## src/rtl/core/ade_pkg.sv

```systemverilog
`timescale 1ns / 1ps
// Package for the attack/decay envelope block: widths, constants, microcode
// opcodes, the microcode table and the control structs. No dependencies.
package ade_pkg;

	localparam int TIME_BITS = 32;
	localparam int Q_BITS    = 16;
	localparam int CNT_BITS  = $clog2(Q_BITS + 1);
	localparam int ENV_BITS  = Q_BITS + 1;
	localparam int PEAK_BITS = 16;
	localparam int SCALE_BITS = 13;
	localparam int PK_BITS   = PEAK_BITS + SCALE_BITS;
	localparam int PROD_BITS = PK_BITS + ENV_BITS;
	localparam int BLUR_SHIFT = 31;
	localparam int BLUR_BITS = 13;
	localparam int STEP_BITS = 4;

	localparam logic [47:0] TIME_MAX = (48'd1 << TIME_BITS) - 48'd1;
	localparam logic [PEAK_BITS-1:0] PEAK_ONE = 16'h8000;
	localparam logic [SCALE_BITS-1:0] SCALE_Q16 = 13'd5243;
	localparam logic [ENV_BITS-1:0] ENV_ONE = 17'h10000;

	typedef logic [3:0] op_t;
	localparam op_t OP_NONE    = 4'd0;
	localparam op_t OP_LATCH   = 4'd1;
	localparam op_t OP_START   = 4'd2;
	localparam op_t OP_TICK    = 4'd3;
	localparam op_t OP_DIVLOAD = 4'd4;
	localparam op_t OP_DIVSTEP = 4'd5;
	localparam op_t OP_ENV     = 4'd6;
	localparam op_t OP_MULPK   = 4'd7;
	localparam op_t OP_MULENV  = 4'd8;
	localparam op_t OP_OUT     = 4'd9;

	typedef logic [2:0] cond_t;
	localparam cond_t COND_NEVER    = 3'd0;
	localparam cond_t COND_ALWAYS   = 3'd1;
	localparam cond_t COND_NO_IN    = 3'd2;
	localparam cond_t COND_IS_TICK  = 3'd3;
	localparam cond_t COND_NO_ENV   = 3'd4;
	localparam cond_t COND_DIV_MORE = 3'd5;
	localparam cond_t COND_OUT_BUSY = 3'd6;

	typedef logic [STEP_BITS-1:0] step_t;
	localparam step_t ST_WAIT     = 4'd0;
	localparam step_t ST_DISPATCH = 4'd1;
	localparam step_t ST_START    = 4'd2;
	localparam step_t ST_TICK     = 4'd3;
	localparam step_t ST_DIVLOAD  = 4'd4;
	localparam step_t ST_DIVSTEP  = 4'd5;
	localparam step_t ST_ENV      = 4'd6;
	localparam step_t ST_MULPK    = 4'd7;
	localparam step_t ST_MULENV   = 4'd8;
	localparam step_t ST_OUT      = 4'd9;
	localparam step_t ST_BACK     = 4'd10;

	typedef struct packed {
		op_t   op;
		cond_t cond;
		step_t target;
	} uword_t;

	typedef struct packed {
		logic in_fire;
		logic is_tick;
		logic no_env;
		logic div_more;
		logic out_busy;
	} stat_t;

	typedef struct packed {
		op_t op;
	} ctrl_t;

	function automatic uword_t ucode(input step_t step);
		uword_t w;
		w = '{op: OP_NONE, cond: COND_ALWAYS, target: ST_WAIT};
		unique case (step)
			ST_WAIT:     w = '{op: OP_LATCH,   cond: COND_NO_IN,    target: ST_WAIT};
			ST_DISPATCH: w = '{op: OP_NONE,    cond: COND_IS_TICK,  target: ST_TICK};
			ST_START:    w = '{op: OP_START,   cond: COND_ALWAYS,   target: ST_OUT};
			ST_TICK:     w = '{op: OP_TICK,    cond: COND_NO_ENV,   target: ST_OUT};
			ST_DIVLOAD:  w = '{op: OP_DIVLOAD, cond: COND_NEVER,    target: ST_WAIT};
			ST_DIVSTEP:  w = '{op: OP_DIVSTEP, cond: COND_DIV_MORE, target: ST_DIVSTEP};
			ST_ENV:      w = '{op: OP_ENV,     cond: COND_NEVER,    target: ST_WAIT};
			ST_MULPK:    w = '{op: OP_MULPK,   cond: COND_NEVER,    target: ST_WAIT};
			ST_MULENV:   w = '{op: OP_MULENV,  cond: COND_NEVER,    target: ST_WAIT};
			ST_OUT:      w = '{op: OP_OUT,     cond: COND_OUT_BUSY, target: ST_OUT};
			ST_BACK:     w = '{op: OP_NONE,    cond: COND_ALWAYS,   target: ST_WAIT};
			default:     w = '{op: OP_NONE,    cond: COND_ALWAYS,   target: ST_WAIT};
		endcase
		return w;
	endfunction

	function automatic logic [TIME_BITS-1:0] sat_time(input logic [31:0] v);
		logic [47:0] w;
		w = 48'(v);
		return (w > TIME_MAX) ? TIME_BITS'(TIME_MAX) : TIME_BITS'(w);
	endfunction

endpackage

```

## src/rtl/core/ade_sequencer.sv

```systemverilog
`timescale 1ns / 1ps
// Microcode sequencer: step counter, microcode table lookup and jump logic.
// Depends on ade_pkg for the table, opcodes and control structs.
module ade_sequencer import ade_pkg::*; (
	input  logic  clk,
	input  logic  arst_n,
	input  stat_t stat,
	output ctrl_t ctrl
);

	step_t  pc_q;
	uword_t uw;
	logic   take;

	assign uw = ucode(pc_q);
	assign ctrl.op = uw.op;

	always_comb begin
		unique case (uw.cond)
			COND_NEVER:    take = 1'b0;
			COND_ALWAYS:   take = 1'b1;
			COND_NO_IN:    take = !stat.in_fire;
			COND_IS_TICK:  take = stat.is_tick;
			COND_NO_ENV:   take = stat.no_env;
			COND_DIV_MORE: take = stat.div_more;
			COND_OUT_BUSY: take = stat.out_busy;
			default:       take = 1'b0;
		endcase
	end

	always_ff @(posedge clk or negedge arst_n) begin
		if (!arst_n) begin
			pc_q <= ST_WAIT;
		end else begin
			pc_q <= take ? uw.target : step_t'(pc_q + 1'b1);
		end
	end

endmodule

```

## src/rtl/core/attack_decay_envelope.sv

```systemverilog
`timescale 1ns / 1ps
// Top level of the attack/decay envelope generator: envelope state, divider,
// multipliers and output register. Depends on ade_pkg and ade_sequencer.
//
// Channel  Direction  Handshake              Payload
// cfg      in         cfg_valid / cfg_ready  cfg_data (enabled bit)
// in       in         in_valid / in_ready    kind, peak_request, attack_us,
//                                            duration_us, delta_us
// out      out        out_valid / out_ready  accepted, active, draw, blur_strength
//
// A start transaction, or a tick that finds no running envelope or ends it, goes through
// dispatch, start or tick, output and return steps before the next input is taken; a tick
// that keeps it running adds divider load, 16-step serial divider, envelope, multiplies.
// The output register lets a finished result wait while the next input is taken.
// Reset clears the envelope state, the enable bit and the sequencer.
// A stalled output holds the sequencer at its output step.
module attack_decay_envelope import ade_pkg::*; (
	input  logic                 clk,
	input  logic                 arst_n,
	input  logic                 cfg_valid,
	output logic                 cfg_ready,
	input  logic                 cfg_data,
	input  logic                 in_valid,
	output logic                 in_ready,
	input  logic                 kind,
	input  logic [15:0]          peak_request,
	input  logic [31:0]          attack_us,
	input  logic [31:0]          duration_us,
	input  logic [31:0]          delta_us,
	output logic                 out_valid,
	input  logic                 out_ready,
	output logic                 accepted,
	output logic                 active,
	output logic                 draw,
	output logic [BLUR_BITS-1:0] blur_strength
);

	stat_t stat;
	ctrl_t ctrl;

	logic                 enabled_q;
	logic [PEAK_BITS-1:0] peak_level_q;
	logic [TIME_BITS-1:0] attack_len_q;
	logic [TIME_BITS-1:0] total_len_q;
	logic [TIME_BITS-1:0] elapsed_q;

	logic                 kind_q;
	logic [PEAK_BITS-1:0] req_q;
	logic [TIME_BITS-1:0] atk_q;
	logic [TIME_BITS-1:0] dur_q;
	logic [TIME_BITS-1:0] dt_q;

	logic [TIME_BITS-1:0] rem_q;
	logic [TIME_BITS-1:0] den_q;
	logic [Q_BITS-1:0]    quo_q;
	logic [CNT_BITS-1:0]  cnt_q;
	logic                 phase_atk_q;
	logic [ENV_BITS-1:0]  env_q;
	logic [PK_BITS-1:0]   pk_q;

	logic                 res_accepted_q;
	logic                 res_draw_q;
	logic [BLUR_BITS-1:0] res_blur_q;

	logic                 out_valid_q;
	logic                 out_accepted_q;
	logic                 out_active_q;
	logic                 out_draw_q;
	logic [BLUR_BITS-1:0] out_blur_q;

	logic                 in_fire;
	logic                 start_ok;
	logic                 tick_live;
	logic [TIME_BITS:0]   sum;
	logic                 tick_runs;
	logic [TIME_BITS:0]   rem_sh;
	logic                 rem_ge;
	logic [2*Q_BITS-1:0]  sq;
	logic [PROD_BITS-1:0] prod;
	logic [BLUR_BITS-1:0] blur;

	ade_sequencer u_seq (
		.clk    (clk),
		.arst_n (arst_n),
		.stat   (stat),
		.ctrl   (ctrl)
	);

	assign cfg_ready = 1'b1;
	assign in_ready  = (ctrl.op == OP_LATCH);
	assign in_fire   = in_valid && in_ready;

	assign start_ok = enabled_q && (req_q != '0) && (dur_q != '0)
		&& !((total_len_q != '0) && (peak_level_q > req_q));
	assign tick_live = enabled_q && (total_len_q != '0);
	assign sum       = {1'b0, elapsed_q} + {1'b0, dt_q};
	assign tick_runs = tick_live && (sum < {1'b0, total_len_q});

	assign rem_sh = {rem_q, 1'b0};
	assign rem_ge = (rem_sh >= {1'b0, den_q});
	assign sq     = quo_q * quo_q;
	assign prod   = PROD_BITS'(pk_q) * PROD_BITS'(env_q);
	assign blur   = prod[BLUR_SHIFT +: BLUR_BITS];

	assign stat.in_fire  = in_fire;
	assign stat.is_tick  = kind_q;
	assign stat.no_env   = !tick_runs;
	assign stat.div_more = (cnt_q != CNT_BITS'(1));
	assign stat.out_busy = out_valid_q && !out_ready;

	always_ff @(posedge clk or negedge arst_n) begin
		if (!arst_n) begin
			enabled_q    <= 1'b0;
			peak_level_q <= '0;
			attack_len_q <= '0;
			total_len_q  <= '0;
			elapsed_q    <= '0;
			out_valid_q  <= 1'b0;
		end else begin
			if (cfg_valid && cfg_ready) begin
				enabled_q <= cfg_data;
			end
			if (ctrl.op == OP_START && start_ok) begin
				peak_level_q <= (req_q > PEAK_ONE) ? PEAK_ONE : req_q;
				attack_len_q <= (atk_q < dur_q) ? atk_q : dur_q;
				total_len_q  <= dur_q;
				elapsed_q    <= '0;
			end
			if (ctrl.op == OP_TICK && tick_live) begin
				if (tick_runs) begin
					elapsed_q <= TIME_BITS'(sum);
				end else begin
					elapsed_q   <= '0;
					total_len_q <= '0;
				end
			end
			if (ctrl.op == OP_OUT && !stat.out_busy) begin
				out_valid_q <= 1'b1;
			end else if (out_ready) begin
				out_valid_q <= 1'b0;
			end
		end
	end

	always_ff @(posedge clk) begin
		if (in_fire) begin
			kind_q         <= kind;
			req_q          <= peak_request;
			atk_q          <= sat_time(attack_us);
			dur_q          <= sat_time(duration_us);
			dt_q           <= sat_time(delta_us);
			res_accepted_q <= 1'b0;
			res_draw_q     <= 1'b0;
			res_blur_q     <= '0;
		end
		if (ctrl.op == OP_START) begin
			res_accepted_q <= start_ok;
		end
		if (ctrl.op == OP_DIVLOAD) begin
			phase_atk_q <= (elapsed_q < attack_len_q);
			if (elapsed_q < attack_len_q) begin
				rem_q <= elapsed_q;
				den_q <= attack_len_q;
			end else begin
				rem_q <= elapsed_q - attack_len_q;
				den_q <= total_len_q - attack_len_q;
			end
			quo_q <= '0;
			cnt_q <= CNT_BITS'(Q_BITS);
		end
		if (ctrl.op == OP_DIVSTEP) begin
			rem_q <= rem_ge ? TIME_BITS'(rem_sh - {1'b0, den_q}) : TIME_BITS'(rem_sh);
			quo_q <= {quo_q[Q_BITS-2:0], rem_ge};
			cnt_q <= cnt_q - 1'b1;
		end
		if (ctrl.op == OP_ENV) begin
			env_q <= phase_atk_q ? ENV_BITS'(sq[2*Q_BITS-1:Q_BITS])
				: ENV_ONE - ENV_BITS'(quo_q);
		end
		if (ctrl.op == OP_MULPK) begin
			pk_q <= PK_BITS'(peak_level_q) * PK_BITS'(SCALE_Q16);
		end
		if (ctrl.op == OP_MULENV) begin
			res_blur_q <= blur;
			res_draw_q <= (blur != '0);
		end
		if (ctrl.op == OP_OUT && !stat.out_busy) begin
			out_accepted_q <= res_accepted_q;
			out_active_q   <= (total_len_q != '0);
			out_draw_q     <= res_draw_q;
			out_blur_q     <= res_blur_q;
		end
	end

	assign out_valid     = out_valid_q;
	assign accepted      = out_accepted_q;
	assign active        = out_active_q;
	assign draw          = out_draw_q;
	assign blur_strength = out_blur_q;

`ifndef ASSERT_OFF
	a_elapsed_below_total: assert property (@(posedge clk) disable iff (!arst_n)
		(total_len_q != '0) |-> (elapsed_q < total_len_q))
		else $error("Elapsed time reached the duration while the envelope is active.");

	a_attack_within_total: assert property (@(posedge clk) disable iff (!arst_n)
		attack_len_q <= total_len_q || total_len_q == '0)
		else $error("Attack time exceeds the duration.");

	a_peak_clipped: assert property (@(posedge clk) disable iff (!arst_n)
		peak_level_q <= PEAK_ONE)
		else $error("Stored peak exceeds one.");

	a_draw_matches_blur: assert property (@(posedge clk) disable iff (!arst_n)
		out_valid_q |-> (out_draw_q == (out_blur_q != '0)))
		else $error("Draw flag disagrees with blur strength.");

	a_start_no_draw: assert property (@(posedge clk) disable iff (!arst_n)
		(out_valid_q && out_accepted_q) |-> !out_draw_q)
		else $error("A start result reports a draw.");
`endif

endmodule

```

## config.mk

```make
export PLATFORM = sky130hd
export DESIGN_NAME = attack_decay_envelope
export DESIGN_NICKNAME = d
export VERILOG_FILES = /design/src/rtl/core/ade_pkg.sv /design/src/rtl/core/ade_sequencer.sv /design/src/rtl/core/attack_decay_envelope.sv
export SDC_FILE = /design/constraint.sdc
export NUM_CORES = 2
export LEC_CHECK = 0
export BUFFER_PORTS_ARGS = -buffer_cell sky130_fd_sc_hd__buf_2
export CAP_MARGIN = 20
export CORE_MARGIN = 1.5
export CORE_UTILIZATION = 65
export DETAILED_ROUTE_END_ITERATION = 6
export GPL_TIMING_DRIVEN = 0
export PLACE_DENSITY = 0.84
export REMOVE_ABC_BUFFERS = 1
export SLEW_MARGIN = 25
export SYNTH_ARGS = -nofsm -noshare
export SYNTH_HDL_FRONTEND = slang
export SYNTH_SLANG_ARGS = --single-unit
```

## constraint.sdc

```tcl
create_clock -name clk -period 7.2 [get_ports clk]
set_input_delay 1.44 -clock clk [delete_from_list [all_inputs] [get_ports clk]]
set_output_delay 1.44 -clock clk [all_outputs]
set_load 0.1 [all_outputs]
```

==> run metrics <==
Initial Utilization 66.09%; most frequent cell after synthesis inv_1; CTS H-tree lvls 2; Sequential Area 0.01124 mm²; Worst-path clk slew 0.06 ns; Post-layout nets 6667; # IOs 138; clock root buffer clkbuf_16; Yosys warning total 0; total grt overflow 0; Die Area 0.07774 mm²; Final Wtd Congestion 0.9408; violated checks negative setup slack; first-pass iteration count of the detailed router 6; slew margin rel. 30.65%; RR Startpoint pk_q[25]$_DFFE_PN_; Hold Violations, Final 0; kind of critical path reg2reg; Mean Syn Cell Area 9.484 µm²; wire per inst 20.74 µm; share of cells above drive strength 1 9.716%; cell taking the most area after synthesis fa_1; die width 278.8 µm; Multi-input gate area 0.03402 mm²; number of port buffers 136; starting DRC count in detailed routing 3457; Final Setup Violations 1; Num CTS Buffers 44; Hold Path Class reg2reg; final worst-path setup slack -0.007993 ns; Mapped Cells 5214; Setup crit end kind flip-flop; # rows 100; Via Count 39040; DRC Markers 0; sequential fraction of the synthesis area 22.73%; Tightest Pin Transition 1.040 ns; Post-synth EDFFs 276; setup tns final -0.007993 ns; start point of the critical path pk_q[25]$_DFFE_PN_; Synth top cells by count inv_1, fa_1, nand2_1, ha_1, edfxtp_1; first-pass GRT wire length 208700 µm; Max Buffers Root-to-Sink 3; mapped cell area 0.04945 mm²; Synth area leaders fa_1, edfxtp_1, ha_1, inv_1, dfrtp_1; Pins Over Slew Limit 0; antenna fix cells 0; Detailed Route WL 132400 µm; gr usage total 33.89%; worst-skew pair later-pin latency 0.60 ns; Fillers 4968; Sinks on Clock Net 394; CTS tree yes; Post-synth ARST share 29.95%; post-synth top area share 26.07%; launch point of the worst hold path res_blur_q[0]$_SDFFCE_PN0P_; Chip Height 278.8 µm; Netlist cell types 97; most common flop cell mapped by yosys edfxtp_1; antenna-violating nets left 0; critical path peak fanout 5; HPWL Detailed 94900 µm; Final min period 7.208 ns; outcome finished with violations; Area growth syn-to-layout 10.19%; Req. time, crit path 7.52 ns; #FFs+latches synth 394; Max-Cap Viols 0; final period utilization 100.1%; Via density 6.117; largest net degree at the start of global routing 93; antenna violations before repair 1; number of global-route vias before repair 41310; Core Region 0.07482 mm²; crit start category flip-flop; fmax 138.7 MHz; Critical Path AT 7.52 ns; setup repair after global routing missed its margin yes; Clock Skew 0.02484 ns
[registers in the layout (all words and copies together) (netlist names), 4 cells and up]
name           count
res_blur_q        13
cnt_q              5
peak_level_q      16
rem_q             32
dur_q             32
u_seq.pc_q         4
den_q             32
blur_strength     13
pk_q              29
atk_q             32
elapsed_q         32
total_len_q       32
req_q             16
attack_len_q      32
quo_q             16
env_q             17
dt_q              32
[worst max-delay path, cell delays in order, from the launching register on]
cell       delay, ns
edfxtp_1        0.48
buf_4           0.19
nand2_1         0.08
fa_1            0.52
inv_1           0.08
fa_2            0.64
inv_1           0.08
fa_1            0.52
inv_1           0.06
fa_1            0.47
fa_1            0.57
inv_1           0.07
fa_1            0.48
inv_1           0.07
ha_4            0.31
nand3_4         0.11
nor3_4          0.18
o2111ai_4       0.20
a311oi_4        0.29
buf_12          0.17
o211ai_1        0.17
a211oi_2        0.43
buf_4           0.20
nor3_2          0.05
xor2_1          0.23
o2111a_1        0.22
a31oi_1         0.08
[metal layers]
metal  track usage [%]  share of wire, %  routed length, µm  vias to the layer above
met5                 0            0.0098                 13                        -
met4             21.88               8.1              10760                        2
met3             5.523               7.8              10330                      687
met2             58.33                48              63870                     2016
met1             39.42                36              47420                    18940
li1                  -                 -                  -                    17400
[per-stage QoR]
step / cells / setup slack, ns / util [%] / hold WS, ns / cell area [µm²]
2_1_floorplan: 5016 / 0.6541 / - / 0.4003 / 48640
3_3_place_gp: 6121 / -1.327 / 67.54 / 0.4085 / 50530
3_5_place_dp: 6163 / -0.7157 / 68.59 / 0.4056 / 51320
4_1_cts: 6345 / 0.01224 / 72.02 / 0.4200 / 53890
5_1_grt: 6383 / -0.2011 / 72.83 / 0.4275 / 54490
6_report: 6383 / -0.007993 / 72.83 / 0.4193 / 54490
[path summary, 6_finish.rpt]
check                           cells after the start                            to  slack (ns)
min in group asynchronous                           1     elapsed_q[27]$_DFFE_PN0P_        0.68
worst min register to register                      0    blur_strength[0]$_DFFE_PP_        0.42
worst min-delay path                                0    blur_strength[0]$_DFFE_PP_        0.42
max in group asynchronous                           2  peak_level_q[13]$_DFFE_PN0P_        5.75
worst max-delay path                               26      res_draw_q$_SDFFCE_PN0P_      -0.008
worst max register to register                     26      res_draw_q$_SDFFCE_PN0P_      -0.008
[cells in the final DEF (no fill, tap or decap), drive strengths merged, types with 14 or more instances in the layout]
cell type | Yosys | routed
nor4 | 30 | 30
a211oi | 45 | 45
inv | 995 | 1000
a22o | 33 | 33
o221ai | 30 | 30
and2 | 230 | 230
fa | 644 | 644
nor2b | 28 | 28
o31ai | 26 | 26
nand2 | 617 | 617
or2 | 17 | 17
edfxtp | 276 | 276
a21o | 103 | 103
xor2 | 54 | 54
clkbuf | 170 | 51
o21bai | 24 | 24
o21a | 36 | 36
a31oi | 41 | 41
clkinv | 5 | 22
nor2 | 195 | 195
and3 | 29 | 29
o211ai | 24 | 24
nand2b | 28 | 28
or3 | 23 | 23
ha | 524 | 524
xnor2 | 116 | 116
nor3 | 56 | 56
a21oi | 261 | 261
nand4 | 71 | 71
buf | 28 | 316
dfrtp | 118 | 118
mux2i | 14 | 14
o21ai | 131 | 131
nand3 | 63 | 63
[logic make-up (layout without fill, tap and decap cells)]
kind of cell	after synthesis	count (layout)	share of synthesized area, %
multiplexers	20	20	0.4200
XOR/XNOR	170	170	3.011
buffers and inverters	1198	1398	9.228
adder cells (fa/ha/maj)	1168	1168	39.33
other	1	1	0.007583
flip-flops	394	394	22.73
AO/OA/AOI/OAI	847	847	11.65
AND/OR/NAND/NOR	1416	1416	13.62
[final cells by class]
class	instances	area share, %
clock buffer	49	2.055
multi-input combinational	3622	62.43
timing repair buffer	318	4.985
sequential	394	20.63
inverter	1000	6.916
clock inverter	31	0.7600
tap	969	2.225
[repair_timing]
item                       4_1_cts  5_1_grt
hold buffers                     0        0
cloned                           0        1
setup buffers                  102       37
resized for setup                9       48
setup endpoints to repair       23       14
pin swaps                        2       15
Power is not shown: default switching activity piles up to over one toggle a cycle in this logic, so the estimate is an artifact.
